==> config.mk <==
export PLATFORM = sky130hd
export DESIGN_NAME = bst_cfg
export DESIGN_NICKNAME = d
export VERILOG_FILES = /design/src/hw/rtl/assert_macros.svh /design/src/hw/rtl/bst_pkg.sv /design/src/hw/rtl/bst_cfg.sv
export SDC_FILE = /design/constraint.sdc
export NUM_CORES = 1
export LEC_CHECK = 0
export ABC_AREA = 1
export BUFFER_PORTS_ARGS = -buffer_cell sky130_fd_sc_hd__clkbuf_2
export CORE_MARGIN = 1
export CORE_UTILIZATION = 50
export CTS_BUF_LIST = sky130_fd_sc_hd__clkbuf_8
export DETAILED_ROUTE_END_ITERATION = 10
export PLACE_DENSITY = 0.72
export SYNTH_ARGS = -nofsm -noshare
export SYNTH_HDL_FRONTEND = slang
export SYNTH_SLANG_ARGS = --single-unit
==> constraint.sdc <==
create_clock -name clk -period 4.1 [get_ports clk]
set_input_delay 0.205 -clock clk [delete_from_list [all_inputs] [get_ports clk]]
set_output_delay 0.205 -clock clk [all_outputs]
set_load 0.02 [all_outputs]
==> src/hw/rtl/assert_macros.svh <==
// ----------------------------------------------------------------------------
// assert_macros.svh
// Concurrent assertion helpers, compiled out when SYNTH is defined.
// ----------------------------------------------------------------------------
`ifndef ASSERT_MACROS_SVH
`define ASSERT_MACROS_SVH

`ifndef SYNTH
`define ASSERT_PROP(lbl, clk, rstn, prop, msg) \
  lbl: assert property (@(posedge clk) disable iff (!(rstn)) (prop)) else $error(msg);
`define ASSERT_NEVER(lbl, clk, rstn, expr, msg) \
  lbl: assert property (@(posedge clk) disable iff (!(rstn)) !(expr)) else $error(msg);
`else
`define ASSERT_PROP(lbl, clk, rstn, prop, msg)
`define ASSERT_NEVER(lbl, clk, rstn, expr, msg)
`endif

`endif

==> src/hw/rtl/bst_pkg.sv <==
// ----------------------------------------------------------------------------
// bst_pkg
// Types and constants shared by the byte shuffle/transpose block.
// ----------------------------------------------------------------------------
package bst_pkg;

  localparam int CAPACITY_DEF     = 4096;
  localparam int MAX_ELEMENT_SIZE = 16;

  localparam int BYTE_W     = 8;
  localparam int SIZE_W     = 5;
  localparam int COUNT_W    = 13;
  localparam int TOTAL_W    = SIZE_W + COUNT_W;
  localparam int CFG_IDX_W  = 2;
  localparam int CFG_DATA_W = 13;

  typedef enum logic [CFG_IDX_W-1:0] {
    REG_ELEMENT_SIZE  = 2'd0,
    REG_ELEMENT_COUNT = 2'd1,
    REG_DIRECTION     = 2'd2
  } cfg_reg_t;

  typedef enum logic {
    ACT_LOAD = 1'b0,
    ACT_READ = 1'b1
  } action_t;

  typedef enum logic {
    DIR_SHUFFLE   = 1'b0,
    DIR_UNSHUFFLE = 1'b1
  } dir_t;

  localparam logic [SIZE_W-1:0]  SIZE_RST  = 5'd4;
  localparam logic [COUNT_W-1:0] COUNT_RST = 13'd1024;

  typedef struct packed {
    logic [SIZE_W-1:0]  size;
    logic [COUNT_W-1:0] count;
    dir_t               dir;
    logic [TOTAL_W-1:0] total;
    logic               ok;
  } cfg_t;

  typedef struct packed {
    logic err;
    logic last;
  } rd_meta_t;

endpackage

==> src/hw/rtl/bst_cfg.sv <==
// ----------------------------------------------------------------------------
// bst_cfg
// Configuration registers, block size product and validity check.
// ----------------------------------------------------------------------------
module bst_cfg #(
  parameter int CAPACITY = bst_pkg::CAPACITY_DEF
) (
  input  logic                            clk,
  input  logic                            rst_n,
  input  logic                            cfg_we,
  input  logic [bst_pkg::CFG_IDX_W-1:0]   cfg_idx,
  input  logic [bst_pkg::CFG_DATA_W-1:0]  cfg_wdata,
  output bst_pkg::cfg_t                   cfg
);
  import bst_pkg::*;

  logic [SIZE_W-1:0]  size_r,  size_nxt;
  logic [COUNT_W-1:0] count_r, count_nxt;
  dir_t               dir_r,   dir_nxt;
  logic [TOTAL_W-1:0] total;

  always_comb begin
    size_nxt  = size_r;
    count_nxt = count_r;
    dir_nxt   = dir_r;
    if (cfg_we) begin
      case (cfg_idx)
        REG_ELEMENT_SIZE:  size_nxt  = cfg_wdata[SIZE_W-1:0];
        REG_ELEMENT_COUNT: count_nxt = cfg_wdata[COUNT_W-1:0];
        REG_DIRECTION:     dir_nxt   = dir_t'(cfg_wdata[0]);
        default: ;
      endcase
    end
  end

  always_ff @(posedge clk) begin
    if (!rst_n) begin
      size_r  <= SIZE_RST;
      count_r <= COUNT_RST;
      dir_r   <= DIR_SHUFFLE;
    end else begin
      size_r  <= size_nxt;
      count_r <= count_nxt;
      dir_r   <= dir_nxt;
    end
  end

  assign total = TOTAL_W'(size_r) * TOTAL_W'(count_r);

  always_comb begin
    cfg.size  = size_r;
    cfg.count = count_r;
    cfg.dir   = dir_r;
    cfg.total = total;
    cfg.ok    = (size_r != '0) && (32'(size_r) <= MAX_ELEMENT_SIZE) &&
                (count_r != '0) && (32'(total) <= CAPACITY);
  end

endmodule

## Yosys cells after proc, flatten, opt, wreduce, memory -nomap -nowiden

Cells that the tools add are included.

| word-level totals | value |
|---|---|
| flip-flop bits (word level) | 19 |
| input bits | 18 |
| word-level logic and storage cells | 17 |

| cells by class | value |
|---|---|
| multipliers | 1 |
| magnitude comparators | 2 |
| equality and inequality tests | 2 |
| reductions and logical operators | 9 |

Operators by type and width:

| cell | count |
|---|---|
| $le A18 B13 Y1 const B | 1 |
| $mul A5 B13 Y18 | 1 |
| $reduce_bool A13 Y1 | 1 |
| $reduce_and A2 Y1 | 3 |
| $le A5 B5 Y1 const B | 1 |
| $reduce_bool A5 Y1 | 1 |
| $logic_and A1 B1 Y1 | 3 |
| $eq A2 B1 Y1 const B | 1 |
| $eq A2 B2 Y1 const B | 1 |
| $logic_not A2 Y1 | 1 |

## Longest topological paths before layout

| logic depth | value |
|---|---|
| depth in word-level cells | 4 |
| gate-level depth with buffers | 22 |
| gate-level depth less buffers | 21 |

## Worst setup path before layout

No wires, ideal clock.

| timing | value |
|---|---|
| path type | register to output |
| start point | register size_r[4] |
| end point | output port cfg[0] in the netlist's numbering |
| arrival | 4015 ps |
| required time | 3895 ps |
| setup slack | -120 ps |
| cell stages (with the launch flop) | 18 |
| cell sequence | dfxtp_1 clkbuf_1 nand2_1 fa_1 fa_1 fa_1 inv_1 ha_1 or2_4 nand3_2 nand2_2 nand2_2 nand2_1 nand2_1 nand2_2 nor2_1 nand2_1 nor2_1 |

RTL lines:

| element | RTL line | RTL |
|---|---|---|
| start: declaration | bst_cfg.sv:17 | `logic [SIZE_W-1:0] size_r, size_nxt;` |
| start signal: assignment | bst_cfg.sv:42 | `size_r <= size_nxt;` |
| end: declaration | bst_cfg.sv:13 | `output bst_pkg::cfg_t cfg` |

==> summary by stage <==
Detailed routing
The count of routing violations after the opening detailed-route iteration is 129. The ratio of routed vias to standard cells is 4.93. The count of nets left with antenna violations once routing finished came out at 0. In the final routed layout, each cell accounts on average for 12.1 um. For this run, design rule violations remaining after detail routing come to 0. Across all layers, the routed design uses 3189 vias.

The total iterations of the first detailed-routing run is 4. The routed design has 7.81 mm of wire.

GRT
The global-route wire length before repair is 12.1 mm. The number of antenna violations at the first check in global routing is 0. The via count of the first global-routing pass is 2770.

Across every metal layer, demand over resource in global routing totals 22.6%. Entering global routing, the biggest net connects 20 pins. The total congestion overflow is 0.

Setup path
The startpoint of the lowest-slack register-to-register path is size_r[1]. The critical path class is flop to output port. Of all nets on the critical path, the largest fanout is 7. The delay of the slowest cell on the worst path is 510 ps. The critical path goes through buf_6 -> nand2_1 -> inv_1 -> fa_1 -> fa_1 -> inv_1 -> fa_1 -> inv_2 -> ha_4 -> nand2_4 -> nor2_1 -> a21oi_2 -> buf_4 -> nand3_2 -> nand3b_1 -> nor2_2 -> nand2_1 -> nor2_2 -> clkbuf_8. For the worst flop-to-flop path, the logic depth is 2. The library cell appearing most often on the critical path is fa_1. STA puts the critical path data required time at 3890 ps. The data arrival time of the critical path is 3790 ps. The endpoint of the worst register-to-register path is size_r[1].

The buffers plus inverters on the worst setup path is 6. On the critical path, the stage with the largest delay is an instance of fa_1. The cell class contributing the biggest share of worst-path delay is adder cells. The worst setup path is launched from a flop. For flop-to-flop paths, the worst setup slack is 3000 ps. STA classifies the critical path endpoint as an output port.

Logic synthesis
The sequential share of the synthesized area is 11.7%. The net count after synthesis is 581. The average footprint of a synthesized cell is 6.45 um2. Summing the areas of all compound-gate instances in the mapped netlist gives 5.78% of the synthesized area.

Counting distinct cell types in the post-synthesis netlist gives 31. Summed over all instances, the cell type with the most area after synthesis is fa_1. Of the post-synthesis cell area, the dominant cell type holds 20.3%. After synthesis, the cell types taking the most area are fa_1 20%, nand2_1 17%, inv_1 14%. The number of enable-type register cells in the synthesized netlist is 0. The number of instances in the synthesized netlist is 504.

Yosys printed 0 warnings. The number of storage elements in the synthesis netlist is 19. The cell area that synthesis handed to floorplanning was 3250 um2.

After synthesis, the share of flip-flops with an asynchronous set or reset is 0%. Summing the areas of all fa, ha and maj instances in the mapped netlist gives 30.3% of the synthesized area. The fraction of synthesized cell area in xor and xnor cells is 0.809%. After Yosys synthesis, and, or, nand and nor cells account for 35.2% of the synthesized area.

The portion of netlist area occupied by mux cells is 0%. By area, the combinational part of the netlist is dominated by simple AND/OR/NAND/NOR gates. The most frequently used flop master after synthesis is dfxtp_1.

Power
The power per cell area is 158 nW/um2. In this run the power spent charging and discharging nets is 0.263 mW. The proportion of power drawn by the clock network is 19.0%. The worst ir drop on vdd is 0.197 mV. The cell-internal power is 0.385 mW. The combinational power share is 47.7%.

The switching portion of total power is 40.6%. Power comes to 0.648 mW. The static power due to leakage is 2.59 nW. The power share of the sequential group is 33.3%.

STA
Static timing analysis puts the maximum clock frequency at 250 MHz. The final number of setup-violating endpoints is 0. The final critical-path share of the clock period is 97.5%. The minimum clock period is 4000 ps. The relative max-transition margin is 49.6%. Setup repair after global routing could not meet its margin everywhere. The number of hold violations in the final report came to 0.

The final setup skew is 0 ps. For the pin with the worst max-slew slack, the measured transition is 753 ps. The number of max-slew violations in the final report is 0.

Cells and area
Compared with the post-synthesis result, the final layout area differs by 25.8%. In the layout the commonest cells are 118 x nand2_1, 110 x inv_1, 54 x clkbuf_2, 49 x nor2_1, 33 x fa_1. The fraction of the core area covered by cells at the end of the flow is 64.8%. In the final design database the tool counted 648 nets. The library cell used most frequently in the layout, excluding fill and tap cells, is nand2_1. After the flow finishes, the layout carries non-filler instances totaling 647. The number of diodes added for antenna fixing is 0. Of the cells placed in the final design, the portion with a size suffix greater than 1 is 33.2%.

Min path
The worst hold path was traced through 3 stages. For hold timing, the worst endpoint is count_r[10]. The worst hold path belongs to the class input port to flop. The startpoint identified for the worst hold timing path is cfg_wdata[10].

Floorplanning
The core region is 6310 um2. The die covers 6830 um2. 56 I/O pins were placed.

The die height is 82.6 um. After floorplanning, the core was divided into 29 placement rows. The initial core utilization is 51.5%. The die width is 82.6 um.

Placed design
The routability-driven placement congestion ratio is 0.826. Counting tap cells, the placed design contains a total of 635 instances. Input and output buffers added on the ports amount to 55. Detailed placement ended at an HPWL of 5.96 mm.

Clocking
TritonCTS created 3 clock buffers. Counting along the longest clock path gives a buffer depth of 2. In this run the number of H-tree levels came out at 1.

Hold repair after CTS inserted 0 buffers. The clock edge transition at the registers on the reported setup and hold paths is 70 ps. The clock latency of the later-clocked register in the worst-skew pair is 250 ps. TritonCTS built the clock tree. The clock tree root driver cell is clkbuf_8. Counting every sink on the clock net gives 19.

Run
Max-cap violations in this run came to 0.

Status
The flow ran to the end, and the final reports show no timing, DRC or antenna violations.
==> layout make-up <==
type                    count  area [um2]
multi-input cells         347        2640
fillers                   552        2220
inverters                 129         489
repair buffers             71         415
flip-flops and latches     19         402
well taps                  77        96.3
clock buffers               3        41.3
clock inverters             1        3.75
==> synth_stat cells (7+ instances only) <==
master    instances
nand3_1          17
o21ai_0          17
nor2_1           51
clkbuf_1          8
a21oi_1           7
fa_1             33
inv_1           124
ha_1             26
dfxtp_1          19
nand2_2          15
nand2_1         143
==> sequential cells by signal (all words and copies together), names as in the netlist <==
name     flops
dir_r        1
size_r       5
count_r     13
==> per-layer routing <==
metal  up-vias  GRT usage, %  share of wire (%)
met4         0          3.62                1.3
met5         -             0                  0
li1       1611             -                  -
met2        88          41.4                 50
met3        11          1.21                4.3
met1      1479          29.7                 44
==> power by group through the flow <==
stage	logic [mW]	registers [mW]	clock network (mW)
floorplan	0.177	0.223	0
global placement	0.253	0.219	0
finish	0.309	0.215	0.123
CTS	0.276	0.216	0.125
global route	0.343	0.217	0.135
detailed placement	0.258	0.219	0
==> worst reg2reg max path, delay by kind of cell, from the launching register on <==
kind	cells	cell delay (ps)
AO/OA/AOI/OAI	1	190
AND/OR/NAND/NOR	1	110
flip-flops	1	730
==> timing repair <==
item                       CTS  global route
hold endpoints to repair     0             0
gates resized for setup     28            67
setup endpoints to repair    1             5
setup buffers                0             8
pin swaps                    4            63
==> worst max-delay path by stage <==
stage,slack (ps),cells past startpoint,startpoint,end
2_1_floorplan,20,20,size_r[3],cfg[0]
3_3_place_gp,90,20,size_r[4],cfg[0]
3_5_place_dp,60,21,size_r[3],cfg[0]
4_1_cts,9,21,size_r[3],cfg[0]
5_1_grt,-100,18,size_r[2],cfg[0]
6_report,100,19,size_r[2],cfg[0]
==> per-stage QoR <==
stage | setup slack, ps | hold slack [ps] | setup TNS (ps) | cell area [um2]
after floorplan | 20.8 | 331 | 0 | 3260
after global routing | -99.3 | 192 | -99.3 | 4090
after CTS | 9.45 | 177 | 0 | 3820
final | 101 | 178 | 0 | 4090
after global placement | 89.9 | 427 | 0 | 3650
after detailed placement | 55.5 | 434 | 0 | 3650
==> cell families after synthesis <==
kind of cell,Yosys count
AND/OR/NAND/NOR,254
buffers and inverters,138
adder cells (fa/ha/maj),59
AO/OA/AOI/OAI,31
flip-flops,19
XOR/XNOR,3
Note: power is estimated with default switching activity, not from simulation.
