===== src/hw/rtl/assert_macros.svh =====
// ----------------------------------------------------------------------------
// assert_macros.svh
// Concurrent assertion helpers, compiled out when SYNTH is defined.
// ----------------------------------------------------------------------------
`ifndef ASSERT_MACROS_SVH
`define ASSERT_MACROS_SVH

`ifndef SYNTH
`define ASSERT_PROP(lbl, clk, rstn, prop, msg) \
  lbl: assert property (@(posedge clk) disable iff (!(rstn)) (prop)) else $error(msg);
`define ASSERT_NEVER(lbl, clk, rstn, expr, msg) \
  lbl: assert property (@(posedge clk) disable iff (!(rstn)) !(expr)) else $error(msg);
`else
`define ASSERT_PROP(lbl, clk, rstn, prop, msg)
`define ASSERT_NEVER(lbl, clk, rstn, expr, msg)
`endif

`endif


===== src/hw/rtl/bst_pkg.sv =====
// ----------------------------------------------------------------------------
// bst_pkg
// Types and constants shared by the byte shuffle/transpose block.
// ----------------------------------------------------------------------------
package bst_pkg;

  localparam int CAPACITY_DEF     = 4096;
  localparam int MAX_ELEMENT_SIZE = 16;

  localparam int BYTE_W     = 8;
  localparam int SIZE_W     = 5;
  localparam int COUNT_W    = 13;
  localparam int TOTAL_W    = SIZE_W + COUNT_W;
  localparam int CFG_IDX_W  = 2;
  localparam int CFG_DATA_W = 13;

  typedef enum logic [CFG_IDX_W-1:0] {
    REG_ELEMENT_SIZE  = 2'd0,
    REG_ELEMENT_COUNT = 2'd1,
    REG_DIRECTION     = 2'd2
  } cfg_reg_t;

  typedef enum logic {
    ACT_LOAD = 1'b0,
    ACT_READ = 1'b1
  } action_t;

  typedef enum logic {
    DIR_SHUFFLE   = 1'b0,
    DIR_UNSHUFFLE = 1'b1
  } dir_t;

  localparam logic [SIZE_W-1:0]  SIZE_RST  = 5'd4;
  localparam logic [COUNT_W-1:0] COUNT_RST = 13'd1024;

  typedef struct packed {
    logic [SIZE_W-1:0]  size;
    logic [COUNT_W-1:0] count;
    dir_t               dir;
    logic [TOTAL_W-1:0] total;
    logic               ok;
  } cfg_t;

  typedef struct packed {
    logic err;
    logic last;
  } rd_meta_t;

endpackage


===== src/hw/rtl/bst_seq.sv =====
// ----------------------------------------------------------------------------
// bst_seq
// Load and read position tracking, transpose address generation.
// ----------------------------------------------------------------------------
`include "assert_macros.svh"

module bst_seq #(
  parameter int CAPACITY = bst_pkg::CAPACITY_DEF,
  localparam int ADDR_W  = $clog2(CAPACITY)
) (
  input  logic                        clk,
  input  logic                        rst_n,
  input  bst_pkg::cfg_t               cfg,
  input  logic                        go,
  input  logic                        action,
  input  logic [bst_pkg::BYTE_W-1:0]  in_byte,
  output logic                        mem_en,
  output logic                        mem_we,
  output logic [ADDR_W-1:0]           mem_addr,
  output logic [bst_pkg::BYTE_W-1:0]  mem_wdata,
  output bst_pkg::rd_meta_t           meta
);
  import bst_pkg::*;

  localparam int POS_W  = $clog2(CAPACITY + 1);
  localparam int CNT_W  = ADDR_W;
  localparam int LIM_W  = COUNT_W;
  localparam int CMP_W  = (CNT_W + 1 > LIM_W) ? CNT_W + 1 : LIM_W;
  localparam int PROD_W = CNT_W + LIM_W;

  logic [POS_W-1:0]  load_pos_r, load_pos_nxt;
  logic [POS_W-1:0]  read_pos_r, read_pos_nxt;
  logic [CNT_W-1:0]  inner_r, inner_nxt;
  logic [CNT_W-1:0]  outer_r, outer_nxt;

  logic [LIM_W-1:0]  inner_lim, outer_lim;
  logic [CNT_W-1:0]  inner_e, outer_e;
  logic [CNT_W:0]    inner_inc, outer_inc;
  logic [PROD_W-1:0] prod;
  logic [ADDR_W-1:0] rd_addr;
  logic              load_ok, full, last, is_read;

  assign is_read   = (action == ACT_READ);
  assign load_ok   = cfg.ok && (TOTAL_W'(load_pos_r) < cfg.total);
  assign full      = cfg.ok && !(TOTAL_W'(load_pos_r) < cfg.total);
  assign last      = (TOTAL_W'(read_pos_r) + TOTAL_W'(1)) >= cfg.total;

  // stride equals the outer limit in both directions
  assign inner_lim = (cfg.dir == DIR_UNSHUFFLE) ? LIM_W'(cfg.size) : cfg.count;
  assign outer_lim = (cfg.dir == DIR_UNSHUFFLE) ? cfg.count : LIM_W'(cfg.size);

  assign inner_e   = (CMP_W'(inner_r) >= CMP_W'(inner_lim)) ? '0 : inner_r;
  assign outer_e   = (CMP_W'(outer_r) >= CMP_W'(outer_lim)) ? '0 : outer_r;
  assign inner_inc = {1'b0, inner_e} + (CNT_W+1)'(1);
  assign outer_inc = {1'b0, outer_e} + (CNT_W+1)'(1);

  assign prod      = PROD_W'(inner_e) * PROD_W'(outer_lim);
  assign rd_addr   = ADDR_W'(prod + PROD_W'(outer_e));

  always_comb begin
    load_pos_nxt = load_pos_r;
    read_pos_nxt = read_pos_r;
    inner_nxt    = inner_r;
    outer_nxt    = outer_r;
    if (go) begin
      if (!is_read) begin
        if (load_ok) begin
          load_pos_nxt = load_pos_r + POS_W'(1);
        end
      end else if (full) begin
        if (last) begin
          load_pos_nxt = '0;
          read_pos_nxt = '0;
          inner_nxt    = '0;
          outer_nxt    = '0;
        end else begin
          read_pos_nxt = read_pos_r + POS_W'(1);
          if (CMP_W'(inner_inc) >= CMP_W'(inner_lim)) begin
            inner_nxt = '0;
            if (CMP_W'(outer_inc) >= CMP_W'(outer_lim)) begin
              outer_nxt = '0;
            end else begin
              outer_nxt = outer_inc[CNT_W-1:0];
            end
          end else begin
            inner_nxt = inner_inc[CNT_W-1:0];
            outer_nxt = outer_e;
          end
        end
      end
    end
  end

  always_ff @(posedge clk) begin
    if (!rst_n) begin
      load_pos_r <= '0;
      read_pos_r <= '0;
      inner_r    <= '0;
      outer_r    <= '0;
    end else begin
      load_pos_r <= load_pos_nxt;
      read_pos_r <= read_pos_nxt;
      inner_r    <= inner_nxt;
      outer_r    <= outer_nxt;
    end
  end

  assign mem_en    = go && (is_read ? full : load_ok);
  assign mem_we    = go && !is_read && load_ok;
  assign mem_addr  = is_read ? rd_addr : ADDR_W'(load_pos_r);
  assign mem_wdata = in_byte;

  always_comb begin
    meta.err  = !full;
    meta.last = full && last;
  end

  `ASSERT_NEVER(a_rd_in_block, clk, rst_n, mem_en && !mem_we && (TOTAL_W'(mem_addr) >= cfg.total), "read address outside loaded block")
  `ASSERT_PROP(a_restart, clk, rst_n, go && is_read && full && last |=> (load_pos_r == '0) && (read_pos_r == '0), "block did not restart after last byte")
  `ASSERT_NEVER(a_rd_behind_ld, clk, rst_n, read_pos_r > load_pos_r, "read position ahead of load position")

endmodule


===== config.mk =====
export PLATFORM = sky130hd
export DESIGN_NAME = bst_seq
export DESIGN_NICKNAME = d
export VERILOG_FILES = /design/src/hw/rtl/bst_pkg.sv /design/src/hw/rtl/bst_seq.sv
export VERILOG_INCLUDE_DIRS = /design/src /design/src/hw/rtl
export SDC_FILE = /design/constraint.sdc
export NUM_CORES = 1
export LEC_CHECK = 0
export BUFFER_PORTS_ARGS = -buffer_cell sky130_fd_sc_hd__buf_2
export CORE_UTILIZATION = 55
export CTS_CLUSTER_SIZE = 8
export DETAILED_ROUTE_END_ITERATION = 8
export PLACE_DENSITY = 0.74
export SLEW_MARGIN = 20
export SYNTH_ARGS = -nofsm -noshare
export SYNTH_HDL_FRONTEND = slang
export SYNTH_SLANG_ARGS = --single-unit
export TNS_END_PERCENT = 10

===== constraint.sdc =====
create_clock -name clk -period 9.8 [get_ports clk]
set_input_delay 0.98 -clock clk [delete_from_list [all_inputs] [get_ports clk]]
set_output_delay 0.98 -clock clk [all_outputs]
set_load 0.1 [all_outputs]

Word-level counts from Yosys, hierarchy flattened
Cells that the tools add are included.

Multiply operators: 1. $add $sub $neg: 6. Equal/unequal tests: 2. $lt $le $gt $ge: 6. Muxes and demuxes: 16. Reductions and logical operators: 12.

Operators with widths (count): $mux 12 (8); $mux 13 (7); $add 12x1->13 const B (2); $add 13x1->13 const B (2); $ge 12x13->1 (2); $ge 13x13->1 (2); $ge 14x18->1 (1); $lt 13x18->1 (1); $add 13x1->14 const B (1); $mul 12x13->12 (1); $add 12x12->12 (1); $logic_and 1x1->1 (6); $ne 2x1->1 const B (2); $reduce_and 4->1 (1); $logic_not 1->1 (3); $reduce_and 3->1 (1); $reduce_bool 2->1 (1); $mux 1 (1).

Word-level logic and storage cells: 47. Output and inout bits: 24. Flip-flop bits (word level): 50.

Depth between registers and ports, before layout
Depth in word-level cells: 8. Gate-level depth with buffers: 31. Mapped depth without buffers: 26.

Worst setup path after synthesis
Ideal clock, no wire load.

Path kind: input to output. From: input cfg[19] in the netlist's numbering. To: output mem_addr[11]. Data arrival time: 8.977 ns. Cell stages on the path: 28. Setup slack: -0.157 ns. Data required time: 8.820 ns. Cells stage by stage: clkbuf_1 -> clkbuf_1 -> clkbuf_1 -> clkbuf_1 -> mux2i_1 -> ha_1 -> a211oi_1 -> o31ai_1 -> a31oi_1 -> clkbuf_1 -> nand2_1 -> clkbuf_1 -> nor2_1 -> fa_1 -> inv_1 -> fa_1 -> inv_1 -> fa_1 -> inv_1 -> fa_1 -> fa_1 -> inv_1 -> ha_1 -> nor2b_1 -> o21a_1 -> o41ai_1 -> xnor3_1 -> a21oi_1.

Cells in the longest elaborated chain, start to end: 6. Elaborated cells on any way between the ends: 9. Those cells by class: 1 x add/sub; 1 x mul; 2 x order compare; 5 x mux.

RTL lines: start: declaration (line bst_seq.sv:13) `input bst_pkg::cfg_t cfg,`; $mux 13 (line bst_seq.sv:49) `assign inner_lim = (cfg.dir == DIR_UNSHUFFLE) ? LIM_W'(cfg.size) : cfg.count;`; $ge 12x13->1 (line bst_seq.sv:52) `assign inner_e = (CMP_W'(inner_r) >= CMP_W'(inner_lim)) ? '0 : inner_r;`; $mux 12 (line bst_seq.sv:52); $mul 12x13->12 (line bst_seq.sv:57) `assign prod = PROD_W'(inner_e) * PROD_W'(outer_lim);`; $add 12x12->12 * (line bst_seq.sv:58) `assign rd_addr = ADDR_W'(prod + PROD_W'(outer_e));`; $mux 12 * (line bst_seq.sv:110) `assign mem_addr = is_read ? rd_addr : ADDR_W'(load_pos_r);`; end: declaration (line bst_seq.sv:19) `output logic [ADDR_W-1:0] mem_addr,`.

Every way passes the cells marked *; elsewhere a longest branch is shown, timed or not.

Final worst setup path
Same ends and word-level chain as after synthesis.

==> impl_metrics.toml <==
[pwr]
p_leak_nw = 4.02
swShare = 0.266
seqPwrFrac = 0.397
p_comb_frac = 0.152
power_switching_mw = 0.136
clkPwrFrac = 0.451
p_int_mw = 0.377
ir_drop_uv = 60.7
p_per_area_nw_per_um2 = 63.6

[setup_path]
critical_path_required_ns = 8.82
reg2reg_depth = 20
worstReg2RegEnd = "outer_r[5]"
critPathKind = "in -> out"
critPathArrivalTime_ns = 8.11
worstPathMaxFanout = 42
r2r-start = "inner_r[0]"
cp-start-kind = "input pin"
r2r_slack_ns = 4.11
critPathCaptureType = "output pin"

[place]
dp_hpwl_um = 14900
place_congestion = 0.988
io_buffer_count = 57
dpl.cell_count = 1146

[floorplan]
die_x_um = 119
ios = 74
dieArea_um2 = 14100
start_util = 0.565
die_h_um = 119
core-area_um2 = 13300
rows = 42

[detailed_routing]
dr.pass1.iters = 7
dr_total_vias = 6651
drt.antenna.violating_nets = 0
drc = 0
via_per_inst = 5.76
drt_iter0_markers = 534
drt-wirelength-per-cell_um = 16.0
routed_wl_um = 18400

[clocking]
ctsResizeCount = 0
clk_latency_ns = 0.30
clock_path_buffers = 2
cts_setup_buffers = 0
cts_hold_buf = 0
cts_buffers = 5
path_clk_slew_ns = 0.07
clockRootBuffer = "clkbuf_16"
cts_tree = "done"
clock_sink_count = 50
htree_levels = 2

[cells_and_area]
num_antenna_cells = 0
fin_cells = 1154
drive_gt1_frac = 0.0951
nNetsFinal = 1189
syn2layout_area_growth_pct = 7.46

[timing]
worst_pin_slew_ns = 1.05
slew-limit-headroom = 0.301
period_minus_slack_ns = 9.09
tns_ns = 0
finalSetupViolCount = 0
skew_ns = 0.00986
fmax_mhz = 110
final_max_slew_viol_count = 0
grt_setup_unrepaired = "false"
hold_viol_final = 0
finalCritPeriodShare = 0.927

[global_routing]
grt_overflow = 0
grt_pass1_vias = 6226
grt_start_max_net_pins = 43
grt_pass1_wl_um = 30700
track_usage = 0.270
antenna_found_initial = 0

[logic_synthesis]
synthTopCellsByArea = "ha_1 19%, dfxtp_1 13%, fa_1 13%"
synth_cell_types = 57
synthCells = 951
synth_area_per_cell_um2 = 7.90
synthArstFlopShare = 0
synth_top_area_frac = 0.190
seq_area_frac_synth = 0.133
synth_seq_cells = 50
ys.flop_type = "dfxtp_1"
syn_nets = 1163
synth-edff-count = 0
yosysTopAreaCell = "ha_1"
ys_warn_count = 0
syn_area_um2 = 7510

[outcome]
outcome = "finished, final reports clean"

[worst_hold_path]
hp-start = "read_pos_r[1]"
min_to = "read_pos_r[1]"
worstHoldPathType = "reg -> reg"
hold_depth = 2

[job]
cap_violations = 0
flip-flops by register name, summed over array words and instances (netlist names):
register    flops
inner_r        12
outer_r        12
load_pos_r     13
read_pos_r     13
through the flow:
stage                     hold slack (ns)  power, mW  worst slack, ns  area, um2   util
after floorplan                     0.444      0.274            0.449       7510      -
after global placement              0.460      0.285            0.845       7880  0.593
after detailed placement            0.466      0.285            0.718       7880  0.593
after CTS                           0.476      0.516            0.701       8070  0.607
after global routing                0.508      0.533            0.207       8070  0.607
final                               0.474      0.513            0.711       8070  0.607
critical path, cell delays in order:
cell,delay (ns)
buf_2,0.55
mux2_2,0.43
ha_1,0.26
nand2b_1,0.14
a211oi_1,0.23
o31ai_1,0.12
a31oi_2,0.44
nand2_1,0.37
inv_1,0.24
nand2_1,0.10
fa_1,0.43
fa_1,0.50
inv_1,0.04
ha_1,0.28
ha_1,0.30
ha_1,0.28
ha_1,0.23
fa_1,0.40
a21oi_1,0.17
nor2_1,0.05
nor2_1,0.14
nor2b_1,0.06
o21a_1,0.18
o41ai_1,0.32
xnor3_1,0.44
a21oi_2,0.21
buf_12,0.19
cells in the mapped netlist (all sizes together) (3+ instances only):
master	instances
a2111o	3
a211oi	4
a21boi	3
a21o	17
a21oi	50
a22o	8
a22oi	11
a31oi	5
and2	16
and3	25
buf	15
clkbuf	30
dfxtp	50
fa	48
ha	114
inv	103
mux2	13
mux2i	8
nand2	85
nand2b	13
nand3	48
nand3b	10
nand4	12
nor2	94
nor2b	9
nor3	7
nor4	3
o211ai	4
o21a	13
o21ai	33
o21bai	3
o31ai	3
o41ai	5
or2	5
or3	8
xnor2	34
xor2	19
layout by cell type (no fill, tap or decap), types with 8 or more instances in the layout:
cell type    n
a21o_1      17
a21oi_1     49
a22o_1       8
a22oi_1     11
and2_1      16
and3_1      25
buf_2       56
dfxtp_1     50
fa_1        48
ha_1       114
inv_1      103
mux2_2      13
mux2i_1      8
nand2_1     85
nand2b_1    13
nand3_1     48
nand3b_1    10
nand4_1     12
nor2_1      94
nor2b_1      9
o21a_1      13
o21ai_0     32
or3_1        8
xnor2_1     34
xor2_1      19
cell type report:
class / instances / area [um2]
Timing Repair Buffer: 64 / 353
Multi-Input combinational cell: 753 / 5920
Inverter: 103 / 387
Clock buffer: 5 / 125
Fill cell: 1236 / 5220
Tap cell: 176 / 220
Sequential cell: 50 / 1000
Clock inverter: 3 / 68.8
worst max-delay path by stage:
stage	from	to	slack, ns
floorplan	cfg[19]	mem_addr[11]	0.45
global placement	cfg[19]	mem_addr[11]	0.84
detailed placement	cfg[19]	mem_addr[11]	0.72
CTS	cfg[19]	mem_addr[11]	0.70
global route	cfg[19]	mem_addr[11]	0.21
finish	cfg[19]	mem_addr[11]	0.71
cell families (layout without fill, tap and decap cells):
logic type | count (synthesis) | in the layout | share of synthesized area
flops | 50 | 50 | 0.133
simple gates | 339 | 339 | 0.217
compound gates | 176 | 176 | 0.154
mux | 21 | 21 | 0.0302
xor+xnor | 55 | 55 | 0.0678
fa+ha+maj | 162 | 162 | 0.318
buf+inv | 148 | 175 | 0.0803
power by group through the flow:
stage / sequential [mW] / combinational, mW / clock (mW)
after floorplan: 0.208 / 0.0659 / 0
after global placement: 0.208 / 0.0764 / 0
after detailed placement: 0.208 / 0.0769 / 0
after CTS: 0.203 / 0.0776 / 0.235
after global routing: 0.203 / 0.0871 / 0.243
final: 0.203 / 0.0781 / 0.231
metal layers:
metal,wire [um],GRT usage
met5,0,0
met4,238,0.0530
met3,1370,0.0369
met2,8380,0.436
met1,8460,0.385
Note: power is estimated with default switching activity, not from simulation.
